$ cat src/sv/assert_macros.svh
// Assertion macros used by the top-level RTL file of the timestamp table
`ifndef ASSERT_MACROS_SVH
`define ASSERT_MACROS_SVH

`ifndef SYNTH

// Check that a condition holds at every clock edge out of reset
`define ASSERT_ALWAYS(lbl, clk, rstn, cond, msg) \
  lbl: assert property (@(posedge clk) disable iff (!(rstn)) (cond)) else $error(msg);

// Check that a condition implies another in the same cycle
`define ASSERT_IMPL(lbl, clk, rstn, ante, cons, msg) \
  lbl: assert property (@(posedge clk) disable iff (!(rstn)) (ante) |-> (cons)) \
    else $error(msg);

// Check that a condition implies another in the next cycle
`define ASSERT_NEXT(lbl, clk, rstn, ante, cons, msg) \
  lbl: assert property (@(posedge clk) disable iff (!(rstn)) (ante) |=> (cons)) \
    else $error(msg);

`else

`define ASSERT_ALWAYS(lbl, clk, rstn, cond, msg)
`define ASSERT_IMPL(lbl, clk, rstn, ante, cons, msg)
`define ASSERT_NEXT(lbl, clk, rstn, ante, cons, msg)

`endif

`endif

$ cat src/sv/stt_pkg.sv
// Types and codes of the sorted timestamp table
package stt_pkg;

  localparam int CMD_W    = 2;
  localparam int STAMP_W  = 32;
  localparam int KIND_W   = 8;
  localparam int STATUS_W = 3;

  // Command codes
  localparam logic [CMD_W-1:0] CMD_INSERT = 2'd0;
  localparam logic [CMD_W-1:0] CMD_REMOVE = 2'd1;
  localparam logic [CMD_W-1:0] CMD_QUERY  = 2'd2;

  // Result status codes
  localparam logic [STATUS_W-1:0] ST_DONE      = 3'd0;
  localparam logic [STATUS_W-1:0] ST_NOT_FOUND = 3'd1;
  localparam logic [STATUS_W-1:0] ST_FULL      = 3'd2;
  localparam logic [STATUS_W-1:0] ST_MATCH     = 3'd3;
  localparam logic [STATUS_W-1:0] ST_EMPTY     = 3'd4;
  localparam logic [STATUS_W-1:0] ST_NO_MATCH  = 3'd5;

  // One stored table entry
  typedef struct packed {
    logic [STAMP_W-1:0] stamp;
    logic [KIND_W-1:0]  kind;
  } entry_t;

  localparam int ENTRY_W = $bits(entry_t);

endpackage

$ cat src/sv/stt_if.sv
// Valid/ready channel interfaces for commands and results of the timestamp table
interface stt_in_if;
  logic                          valid;
  logic                          ready;
  logic [stt_pkg::CMD_W-1:0]     command;
  logic [stt_pkg::STAMP_W-1:0]   stamp;
  logic [stt_pkg::KIND_W-1:0]    kind_code;
  logic [stt_pkg::STAMP_W-1:0]   range_low;
  logic [stt_pkg::STAMP_W-1:0]   range_high;

  modport source (output valid, command, stamp, kind_code, range_low, range_high,
                  input ready);
  modport sink (input valid, command, stamp, kind_code, range_low, range_high,
                output ready);
endinterface

interface stt_out_if;
  logic                          valid;
  logic                          ready;
  logic [stt_pkg::STATUS_W-1:0]  status;
  logic [stt_pkg::STAMP_W-1:0]   entry_stamp;
  logic [stt_pkg::KIND_W-1:0]    entry_kind;
  logic                          last;

  modport source (output valid, status, entry_stamp, entry_kind, last, input ready);
  modport sink (input valid, status, entry_stamp, entry_kind, last, output ready);
endinterface

$ cat src/sv/stt_ram.sv
// Generic simple dual-port RAM with one write port and a registered read port
module stt_ram #(
  parameter int WIDTH = 40,
  parameter int DEPTH = 64
) (
  input  logic                     clk,
  input  logic                     we,
  input  logic [$clog2(DEPTH)-1:0] waddr,
  input  logic [WIDTH-1:0]         wdata,
  input  logic [$clog2(DEPTH)-1:0] raddr,
  output logic [WIDTH-1:0]         rdata
);

  logic [WIDTH-1:0] mem [DEPTH];
  logic [WIDTH-1:0] rdata_r;

  // Write port
  always_ff @(posedge clk) begin
    if (we) begin
      mem[waddr] <= wdata;
    end
  end

  // Registered read port
  always_ff @(posedge clk) begin
    rdata_r <= mem[raddr];
  end

  assign rdata = rdata_r;

endmodule

$ cat src/sv/sorted_timestamp_table.sv
// Top level of the sorted timestamp table: sequencer, entry count and result register
//
//  channel   | dir | handshake     | payload
//  ----------+-----+---------------+-------------------------------------------------
//  in_chan   | in  | valid/ready   | command, stamp, kind_code, range_low, range_high
//  out_chan  | out | valid/ready   | status, entry_stamp, entry_kind, last
//
//  Insert walks down from the tail to its insert position; remove and query scan every
//  stored entry, one RAM read per cycle unless a stalled out_chan holds the query scan.
//  One command is worked at a time; in_chan.ready is high only between commands.
//  Reset clears the entry count; RAM contents stay undefined and need no clearing.
//  A stalled out_chan holds the query scan (the entry is read again) until the
//  result register frees up.
`include "assert_macros.svh"

module sorted_timestamp_table #(
  parameter int DEPTH = 64
) (
  input logic        clk,
  input logic        rst_n,
  stt_in_if.sink     in_chan,
  stt_out_if.source  out_chan
);

  localparam int AW = $clog2(DEPTH);
  localparam int CW = $clog2(DEPTH + 1);

  localparam logic [2:0] S_IDLE  = 3'd0;
  localparam logic [2:0] S_INS   = 3'd1;
  localparam logic [2:0] S_PLACE = 3'd2;
  localparam logic [2:0] S_REM   = 3'd3;
  localparam logic [2:0] S_QRY   = 3'd4;
  localparam logic [2:0] S_QEND  = 3'd5;
  localparam logic [2:0] S_RESP  = 3'd6;

  // Control state
  logic [2:0]    state_r, state_nxt;
  logic [CW-1:0] count_r, count_nxt;
  logic [AW-1:0] idx_r, idx_nxt;
  logic          found_r, found_nxt;
  logic          pend_v_r, pend_v_nxt;
  logic          out_valid_r, out_valid_nxt;

  // Payload registers
  logic [stt_pkg::STAMP_W-1:0]  stamp_r, stamp_nxt;
  logic [stt_pkg::KIND_W-1:0]   kind_r, kind_nxt;
  logic [stt_pkg::STAMP_W-1:0]  lo_r, lo_nxt;
  logic [stt_pkg::STAMP_W-1:0]  hi_r, hi_nxt;
  logic [stt_pkg::STATUS_W-1:0] resp_r, resp_nxt;
  stt_pkg::entry_t              pend_r, pend_nxt;
  logic [stt_pkg::STATUS_W-1:0] out_status_r, out_status_nxt;
  logic [stt_pkg::STAMP_W-1:0]  out_stamp_r, out_stamp_nxt;
  logic [stt_pkg::KIND_W-1:0]   out_kind_r, out_kind_nxt;
  logic                         out_last_r, out_last_nxt;

  // RAM access
  logic                        mem_we;
  logic [AW-1:0]               mem_waddr;
  logic [AW-1:0]               mem_raddr;
  stt_pkg::entry_t             mem_wdata;
  logic [stt_pkg::ENTRY_W-1:0] mem_rdata_raw;
  stt_pkg::entry_t             mem_rd;
  stt_pkg::entry_t             new_entry;

  logic          out_free;
  logic [CW-1:0] count_m1;
  logic          at_end;
  logic          hit_eq;
  logic          hit_rng;

  stt_ram #(
    .WIDTH (stt_pkg::ENTRY_W),
    .DEPTH (DEPTH)
  ) u_ram (
    .clk   (clk),
    .we    (mem_we),
    .waddr (mem_waddr),
    .wdata (mem_wdata),
    .raddr (mem_raddr),
    .rdata (mem_rdata_raw)
  );

  assign mem_rd    = stt_pkg::entry_t'(mem_rdata_raw);
  assign new_entry = '{stamp: stamp_r, kind: kind_r};
  assign out_free  = !out_valid_r || out_chan.ready;
  assign count_m1  = count_r - CW'(1);
  assign at_end    = (CW'(idx_r) == count_m1);
  assign hit_eq    = (mem_rd.stamp == stamp_r);
  assign hit_rng   = (mem_rd.stamp >= lo_r) && (mem_rd.stamp <= hi_r);

  // Sequence commands over the RAM
  always_comb begin
    state_nxt      = state_r;
    count_nxt      = count_r;
    idx_nxt        = idx_r;
    found_nxt      = found_r;
    pend_v_nxt     = pend_v_r;
    pend_nxt       = pend_r;
    stamp_nxt      = stamp_r;
    kind_nxt       = kind_r;
    lo_nxt         = lo_r;
    hi_nxt         = hi_r;
    resp_nxt       = resp_r;
    out_valid_nxt  = out_valid_r && !out_chan.ready;
    out_status_nxt = out_status_r;
    out_stamp_nxt  = out_stamp_r;
    out_kind_nxt   = out_kind_r;
    out_last_nxt   = out_last_r;
    mem_we         = 1'b0;
    mem_waddr      = idx_r;
    mem_wdata      = new_entry;
    mem_raddr      = idx_r;

    case (state_r)
      S_IDLE: begin
        if (in_chan.valid) begin
          stamp_nxt = in_chan.stamp;
          kind_nxt  = in_chan.kind_code;
          lo_nxt    = in_chan.range_low;
          hi_nxt    = in_chan.range_high;
          case (in_chan.command)
            stt_pkg::CMD_INSERT: begin
              if (count_r == CW'(DEPTH)) begin
                resp_nxt  = stt_pkg::ST_FULL;
                state_nxt = S_RESP;
              end else if (count_r == '0) begin
                idx_nxt   = '0;
                state_nxt = S_PLACE;
              end else begin
                // walk down from the tail, first read the last entry
                idx_nxt   = count_r[AW-1:0];
                mem_raddr = count_m1[AW-1:0];
                state_nxt = S_INS;
              end
            end
            stt_pkg::CMD_REMOVE: begin
              if (count_r == '0) begin
                resp_nxt  = stt_pkg::ST_NOT_FOUND;
                state_nxt = S_RESP;
              end else begin
                idx_nxt   = '0;
                mem_raddr = '0;
                found_nxt = 1'b0;
                state_nxt = S_REM;
              end
            end
            stt_pkg::CMD_QUERY: begin
              if (count_r == '0) begin
                resp_nxt  = stt_pkg::ST_EMPTY;
                state_nxt = S_RESP;
              end else begin
                idx_nxt    = '0;
                mem_raddr  = '0;
                pend_v_nxt = 1'b0;
                state_nxt  = S_QRY;
              end
            end
            default: begin
              // unused command: drop it without a result
              state_nxt = S_IDLE;
            end
          endcase
        end
      end

      S_INS: begin
        // read data is entry idx_r - 1
        if (mem_rd.stamp > stamp_r) begin
          mem_we    = 1'b1;
          mem_waddr = idx_r;
          mem_wdata = mem_rd;
          idx_nxt   = idx_r - AW'(1);
          if (idx_r == AW'(1)) begin
            state_nxt = S_PLACE;
          end else begin
            mem_raddr = idx_r - AW'(2);
          end
        end else begin
          mem_we    = 1'b1;
          mem_waddr = idx_r;
          mem_wdata = new_entry;
          count_nxt = count_r + CW'(1);
          resp_nxt  = stt_pkg::ST_DONE;
          state_nxt = S_RESP;
        end
      end

      S_PLACE: begin
        mem_we    = 1'b1;
        mem_waddr = idx_r;
        mem_wdata = new_entry;
        count_nxt = count_r + CW'(1);
        resp_nxt  = stt_pkg::ST_DONE;
        state_nxt = S_RESP;
      end

      S_REM: begin
        // read data is entry idx_r; past the hit, move each entry down one
        if (found_r) begin
          mem_we    = 1'b1;
          mem_waddr = idx_r - AW'(1);
          mem_wdata = mem_rd;
        end
        found_nxt = found_r || hit_eq;
        if (at_end) begin
          if (found_r || hit_eq) begin
            count_nxt = count_m1;
            resp_nxt  = stt_pkg::ST_DONE;
          end else begin
            resp_nxt  = stt_pkg::ST_NOT_FOUND;
          end
          state_nxt = S_RESP;
        end else begin
          idx_nxt   = idx_r + AW'(1);
          mem_raddr = idx_r + AW'(1);
        end
      end

      S_QRY: begin
        // hold one match back so the final one can carry last
        if (hit_rng && pend_v_r && !out_free) begin
          mem_raddr = idx_r;
        end else begin
          if (hit_rng) begin
            if (pend_v_r) begin
              out_valid_nxt  = 1'b1;
              out_status_nxt = stt_pkg::ST_MATCH;
              out_stamp_nxt  = pend_r.stamp;
              out_kind_nxt   = pend_r.kind;
              out_last_nxt   = 1'b0;
            end
            pend_nxt   = mem_rd;
            pend_v_nxt = 1'b1;
          end
          if (at_end) begin
            state_nxt = S_QEND;
          end else begin
            idx_nxt   = idx_r + AW'(1);
            mem_raddr = idx_r + AW'(1);
          end
        end
      end

      S_QEND: begin
        if (out_free) begin
          out_valid_nxt = 1'b1;
          out_last_nxt  = 1'b1;
          if (pend_v_r) begin
            out_status_nxt = stt_pkg::ST_MATCH;
            out_stamp_nxt  = pend_r.stamp;
            out_kind_nxt   = pend_r.kind;
          end else begin
            out_status_nxt = stt_pkg::ST_NO_MATCH;
            out_stamp_nxt  = '0;
            out_kind_nxt   = '0;
          end
          state_nxt = S_IDLE;
        end
      end

      S_RESP: begin
        if (out_free) begin
          out_valid_nxt  = 1'b1;
          out_status_nxt = resp_r;
          out_stamp_nxt  = '0;
          out_kind_nxt   = '0;
          out_last_nxt   = 1'b1;
          state_nxt      = S_IDLE;
        end
      end

      default: begin
        state_nxt = S_IDLE;
      end
    endcase
  end

  // Control registers
  always_ff @(posedge clk) begin
    if (!rst_n) begin
      state_r     <= S_IDLE;
      count_r     <= '0;
      idx_r       <= '0;
      found_r     <= 1'b0;
      pend_v_r    <= 1'b0;
      out_valid_r <= 1'b0;
    end else begin
      state_r     <= state_nxt;
      count_r     <= count_nxt;
      idx_r       <= idx_nxt;
      found_r     <= found_nxt;
      pend_v_r    <= pend_v_nxt;
      out_valid_r <= out_valid_nxt;
    end
  end

  // Payload registers
  always_ff @(posedge clk) begin
    stamp_r      <= stamp_nxt;
    kind_r       <= kind_nxt;
    lo_r         <= lo_nxt;
    hi_r         <= hi_nxt;
    resp_r       <= resp_nxt;
    pend_r       <= pend_nxt;
    out_status_r <= out_status_nxt;
    out_stamp_r  <= out_stamp_nxt;
    out_kind_r   <= out_kind_nxt;
    out_last_r   <= out_last_nxt;
  end

  assign in_chan.ready        = (state_r == S_IDLE);
  assign out_chan.valid       = out_valid_r;
  assign out_chan.status      = out_status_r;
  assign out_chan.entry_stamp = out_stamp_r;
  assign out_chan.entry_kind  = out_kind_r;
  assign out_chan.last        = out_last_r;

  // Checks
  `ASSERT_ALWAYS(a_count_bound, clk, rst_n, count_r <= CW'(DEPTH),
    "entry count above table depth")
  `ASSERT_IMPL(a_write_state, clk, rst_n, mem_we,
    state_r == S_INS || state_r == S_PLACE || state_r == S_REM,
    "RAM write outside insert or remove")
  `ASSERT_NEXT(a_final_last, clk, rst_n,
    (state_r == S_RESP || state_r == S_QEND) && out_free,
    out_valid_r && out_last_r, "closing item lacks last")

endmodule

$ cat src/flat_wrapper.sv
// flat-port wrapper written by rule: the top's interface ports become plain ports
module sorted_timestamp_table_flat 
#(
  parameter int DEPTH = 64
)
  (clk, rst_n, in_chan_valid, in_chan_command, in_chan_stamp, in_chan_kind_code, in_chan_range_low, in_chan_range_high, in_chan_ready, out_chan_valid, out_chan_status, out_chan_entry_stamp, out_chan_entry_kind, out_chan_last, out_chan_ready);
  stt_in_if in_chan_i ();
  stt_out_if out_chan_i ();
  input logic clk;
  input logic rst_n;
  input wire logic [$bits(in_chan_i.valid)-1:0] in_chan_valid;
  input wire logic [$bits(in_chan_i.command)-1:0] in_chan_command;
  input wire logic [$bits(in_chan_i.stamp)-1:0] in_chan_stamp;
  input wire logic [$bits(in_chan_i.kind_code)-1:0] in_chan_kind_code;
  input wire logic [$bits(in_chan_i.range_low)-1:0] in_chan_range_low;
  input wire logic [$bits(in_chan_i.range_high)-1:0] in_chan_range_high;
  output wire logic [$bits(in_chan_i.ready)-1:0] in_chan_ready;
  output wire logic [$bits(out_chan_i.valid)-1:0] out_chan_valid;
  output wire logic [$bits(out_chan_i.status)-1:0] out_chan_status;
  output wire logic [$bits(out_chan_i.entry_stamp)-1:0] out_chan_entry_stamp;
  output wire logic [$bits(out_chan_i.entry_kind)-1:0] out_chan_entry_kind;
  output wire logic [$bits(out_chan_i.last)-1:0] out_chan_last;
  input wire logic [$bits(out_chan_i.ready)-1:0] out_chan_ready;
  assign in_chan_i.valid = in_chan_valid;
  assign in_chan_i.command = in_chan_command;
  assign in_chan_i.stamp = in_chan_stamp;
  assign in_chan_i.kind_code = in_chan_kind_code;
  assign in_chan_i.range_low = in_chan_range_low;
  assign in_chan_i.range_high = in_chan_range_high;
  assign in_chan_ready = in_chan_i.ready;
  assign out_chan_valid = out_chan_i.valid;
  assign out_chan_status = out_chan_i.status;
  assign out_chan_entry_stamp = out_chan_i.entry_stamp;
  assign out_chan_entry_kind = out_chan_i.entry_kind;
  assign out_chan_last = out_chan_i.last;
  assign out_chan_i.ready = out_chan_ready;
  sorted_timestamp_table #(.DEPTH(DEPTH)) u_core (.clk(clk), .rst_n(rst_n), .in_chan(in_chan_i), .out_chan(out_chan_i));
endmodule
$ cat config.mk
export PLATFORM = sky130hd
export DESIGN_NAME = sorted_timestamp_table_flat
export DESIGN_NICKNAME = d
export VERILOG_FILES = /design/src/sv/stt_pkg.sv /design/src/sv/stt_if.sv /design/src/sv/stt_ram.sv /design/src/sv/sorted_timestamp_table.sv /design/src/flat_wrapper.sv
export VERILOG_INCLUDE_DIRS = /design/src /design/src/sv
export SDC_FILE = /design/constraint.sdc
export NUM_CORES = 2
export LEC_CHECK = 0
export BUFFER_PORTS_ARGS = -buffer_cell sky130_fd_sc_hd__buf_4
export CORE_MARGIN = 3
export CORE_UTILIZATION = 40
export CTS_BUF_LIST = sky130_fd_sc_hd__clkbuf_8
export DETAILED_ROUTE_END_ITERATION = 6
export HOLD_SLACK_MARGIN = 0.12
export SKIP_LAST_GASP = 1
export SLEW_MARGIN = 40
export SYNTH_ARGS = -nofsm -noshare
export SYNTH_HDL_FRONTEND = slang
export SYNTH_SLANG_ARGS = --single-unit
$ cat constraint.sdc
create_clock -name clk -period 6.24 [get_ports clk]
set_clock_uncertainty 0.1 [all_clocks]
set_input_delay 1.248 -clock clk [delete_from_list [all_inputs] [get_ports clk]]
set_output_delay 1.248 -clock clk [all_outputs]
set_load 0.02 [all_outputs]
==> results_dict.tcl <==
set metrics [dict create \
    ys_ff_latch 2810 \
    rsz0062_at_grt "no" \
    cts_hold_buffers 0 \
    mostFrequentLayoutCell "edfxtp_1" \
    min_period_over_period 0.977 \
    drc 0 \
    hold_viol 0 \
    fp.coreArea_um2 275000 \
    syn_to_final_growth_pct 14.9 \
    post-cts-setup-buffer-count 0 \
    power_mw 50.6 \
    stdcell_count 11100 \
    multiInputGateArea_um2 25900 \
    seqCellArea_um2 83800 \
    dieArea_um2 284000 \
    num_rows 192 \
    clk_pin_slew_worst_paths_ps 70 \
    cp.arrival_ps 6860 \
    final_cell_mix "2751 x edfxtp_1, 792 x nand2_1, 460 x clkbuf_8" \
    p_clk_frac 0.289 \
    netlist-cell-type-count 86 \
    drt_first_pass_iters 5 \
    swShare 0.318 \
    dp_hpwl_um 175000 \
    grt_overflow 0 \
    syn_nets 6711 \
    combPwrFrac 0.269 \
    die_y_um 533 \
    ctsResizeCount 0 \
    synthCells 6493 \
    htree_levels 5 \
    dp_cells 10300 \
    layout-drive-gt1-share 0.200 \
    nNetsFinal 7252 \
    clock-sinks 2810 \
    synth-async-reset-ratio 0 \
    die_x_um 533 \
    first_iter_violations 6632 \
    cp_max_fo 21 \
    numCtsBuffers 435 \
    grt_max_degree 85 \
    max-slew-margin-rel 0.398 \
    vdd_drop_max_uv 270 \
    maxSlewViolCount 0 \
    ant_nets 0 \
    finalSetupViolCount 0 \
    cellInternalPower_mw 34.5 \
    wl_per_cell_um 27.3 \
    status "complete, no violations" \
    n_fill_cell 23300 \
    grt_pass1_vias 62500 \
    start_kind "flop" \
    hold_path_class "primary input to flop" \
    grt_use_total 0.208 \
    vias 62900 \
    p_per_area_nw_per_um2 397 \
    antenna_found_initial 15 \
    ys_warn_count 0 \
    layout_min_cycle_time_ps 6100 \
    viasPerCell 5.68 \
    syn_area_per_cell_um2 17.1 \
    start_util 0.404 \
    clockRootBuffer "clkbuf_8" \
    timing.setup.tns_ps 0 \
    crit_required_ps 7000 \
    synth-edff-count 2751 \
    clk_latency_ps 1030 \
    wl_um 303000 \
    yosysSeqAreaShare 0.754 \
    drv_cap 0 \
    hold_slack_ps 295 \
    synth_area_um2 111000 \
    port_buffers 155 \
    seqPwrFrac 0.442 \
    clock_path_buffers 4 \
    end_kind "flop" \
    p_sw_mw 16.1 \
    gp_congestion 0.848 \
    grt_pass1_wl_um 439000 \
    worst_pin_slew_ps 903 \
    clock.fmax_ghz 0.164 \
    synthFlopType "edfxtp_1" \
    power_leakage_nw 42.9 \
    cts_tree "yes" \
    ios 156 \
    crit_type "flop to flop" \
]
layer usage:
layer | wire length, um | global-route usage
met1 | 126000 | 0.291
met4 | 6330 | 0.0534
met3 | 25000 | 0.0340
met5 | 13 | 0
met2 | 145000 | 0.339
area by class of cell:
cell class | count | area share
flip-flops and latches | 2810 | 0.656
multi-input cells | 3178 | 0.203
clock buffers | 460 | 0.0496
repair buffers | 493 | 0.0375
well taps | 3686 | 0.0361
clock inverters | 333 | 0.0144
inverters | 116 | 0.00341
diodes | 8 | 0.000157
power groups by stage:
stage | combinational [mW] | sequential [mW] | clock (mW)
final | 13.6 | 22.4 | 14.6
after global routing | 14.6 | 22.4 | 15.8
after CTS | 13.6 | 22.4 | 14.9
after detailed placement | 13.6 | 22.7 | 0
after global placement | 13.4 | 22.7 | 0
after floorplan | 8.57 | 22.4 | 0
state kept, by name (all words and copies together), names as in the netlist, 7 cells and up:
name and count:
u_core.lo_r 32, u_core.hi_r 32, u_core.pend_r 40, u_core.kind_r 8, u_core.out_chan.entry_kind 8, u_core.out_chan.entry_stamp 32, u_core.stamp_r 32, u_core.count_r 7
u_core.u_ram.mem 2560, u_core.u_ram.rdata 40
logic make-up (layout without fill, tap and decap cells):
family | after synthesis | count (layout) | synth area share
XOR/XNOR | 26 | 26 | 0.00217
buffers and inverters | 505 | 1402 | 0.0207
multiplexers | 639 | 639 | 0.0886
flip-flops | 2810 | 2810 | 0.754
AND/OR/NAND/NOR | 1575 | 1575 | 0.0671
other | 0 | 8 | 0
AO/OA/AOI/OAI | 830 | 830 | 0.0554
adder cells (fa/ha/maj) | 108 | 108 | 0.0122
synth_stat cells, drive strengths merged (6+ instances only):
library cell	number	area, um^2
edfxtp	2751	82600
nand2	806	3030
mux2i	326	3260
mux4	272	6130
and3	249	1560
a211oi	215	1640
buf	202	1170
clkbuf	187	702
nor2	135	509
a311oi	119	1060
o22ai	118	738
inv	116	435
nand3	109	573
ha	108	1350
nor4	87	563
a21oi	71	370
and2	63	394
dfxtp	59	1180
a31oi	50	313
o21ai	48	240
o31ai	45	343
or3	43	274
a221o	41	410
mux2	41	462
a32oi	39	342
nand4	21	131
nor3	16	85.1
xnor2	16	140
nor2b	15	93.8
a21o	10	75.1
xor2	9	78.8
a21boi	8	60.1
a2111oi	7	61.3
a211o	7	61.3
and4	7	61.3
o211ai	7	52.6
a22oi	6	45.0
worst max-delay path: stages, from the launching register on:
cell and delay (ps):
dfxtp_1 700, ha_1 280, nand4_1 170, or4_1 670, nor3b_2 420, a31o_2 240
a21o_1 210, a22oi_1 180, or4_4 740, a211oi_4 510, nand4_1 420, buf_12 300
buf_12 200, o22ai_1 150, or3_1 440, nor4_1 120
through the flow:
stage	util	setup WS [ps]	instance area (um^2)
5_1_grt	0.464	30.2	128000
3_3_place_gp	0.433	14.3	119000
6_report	0.464	142	128000
3_5_place_dp	0.434	41.7	119000
2_1_floorplan	-	32.8	111000
4_1_cts	0.464	255	128000
worst paths after layout:
check	cells past startpoint	start	slack (ps)	endpoint
worst max-delay path	15	u_core.u_ram.rdata[38]	140	u_core.u_ram.rdata[19]
worst min-delay path	1	in_chan_stamp[23]	300	u_core.stamp_r[23]
worst max register to register	15	u_core.u_ram.rdata[38]	140	u_core.u_ram.rdata[19]
worst min register to register	1	u_core.pend_r[8]	410	u_core.out_chan.entry_stamp[0]
No activity file was read; power rests on OpenSTA's default activity.
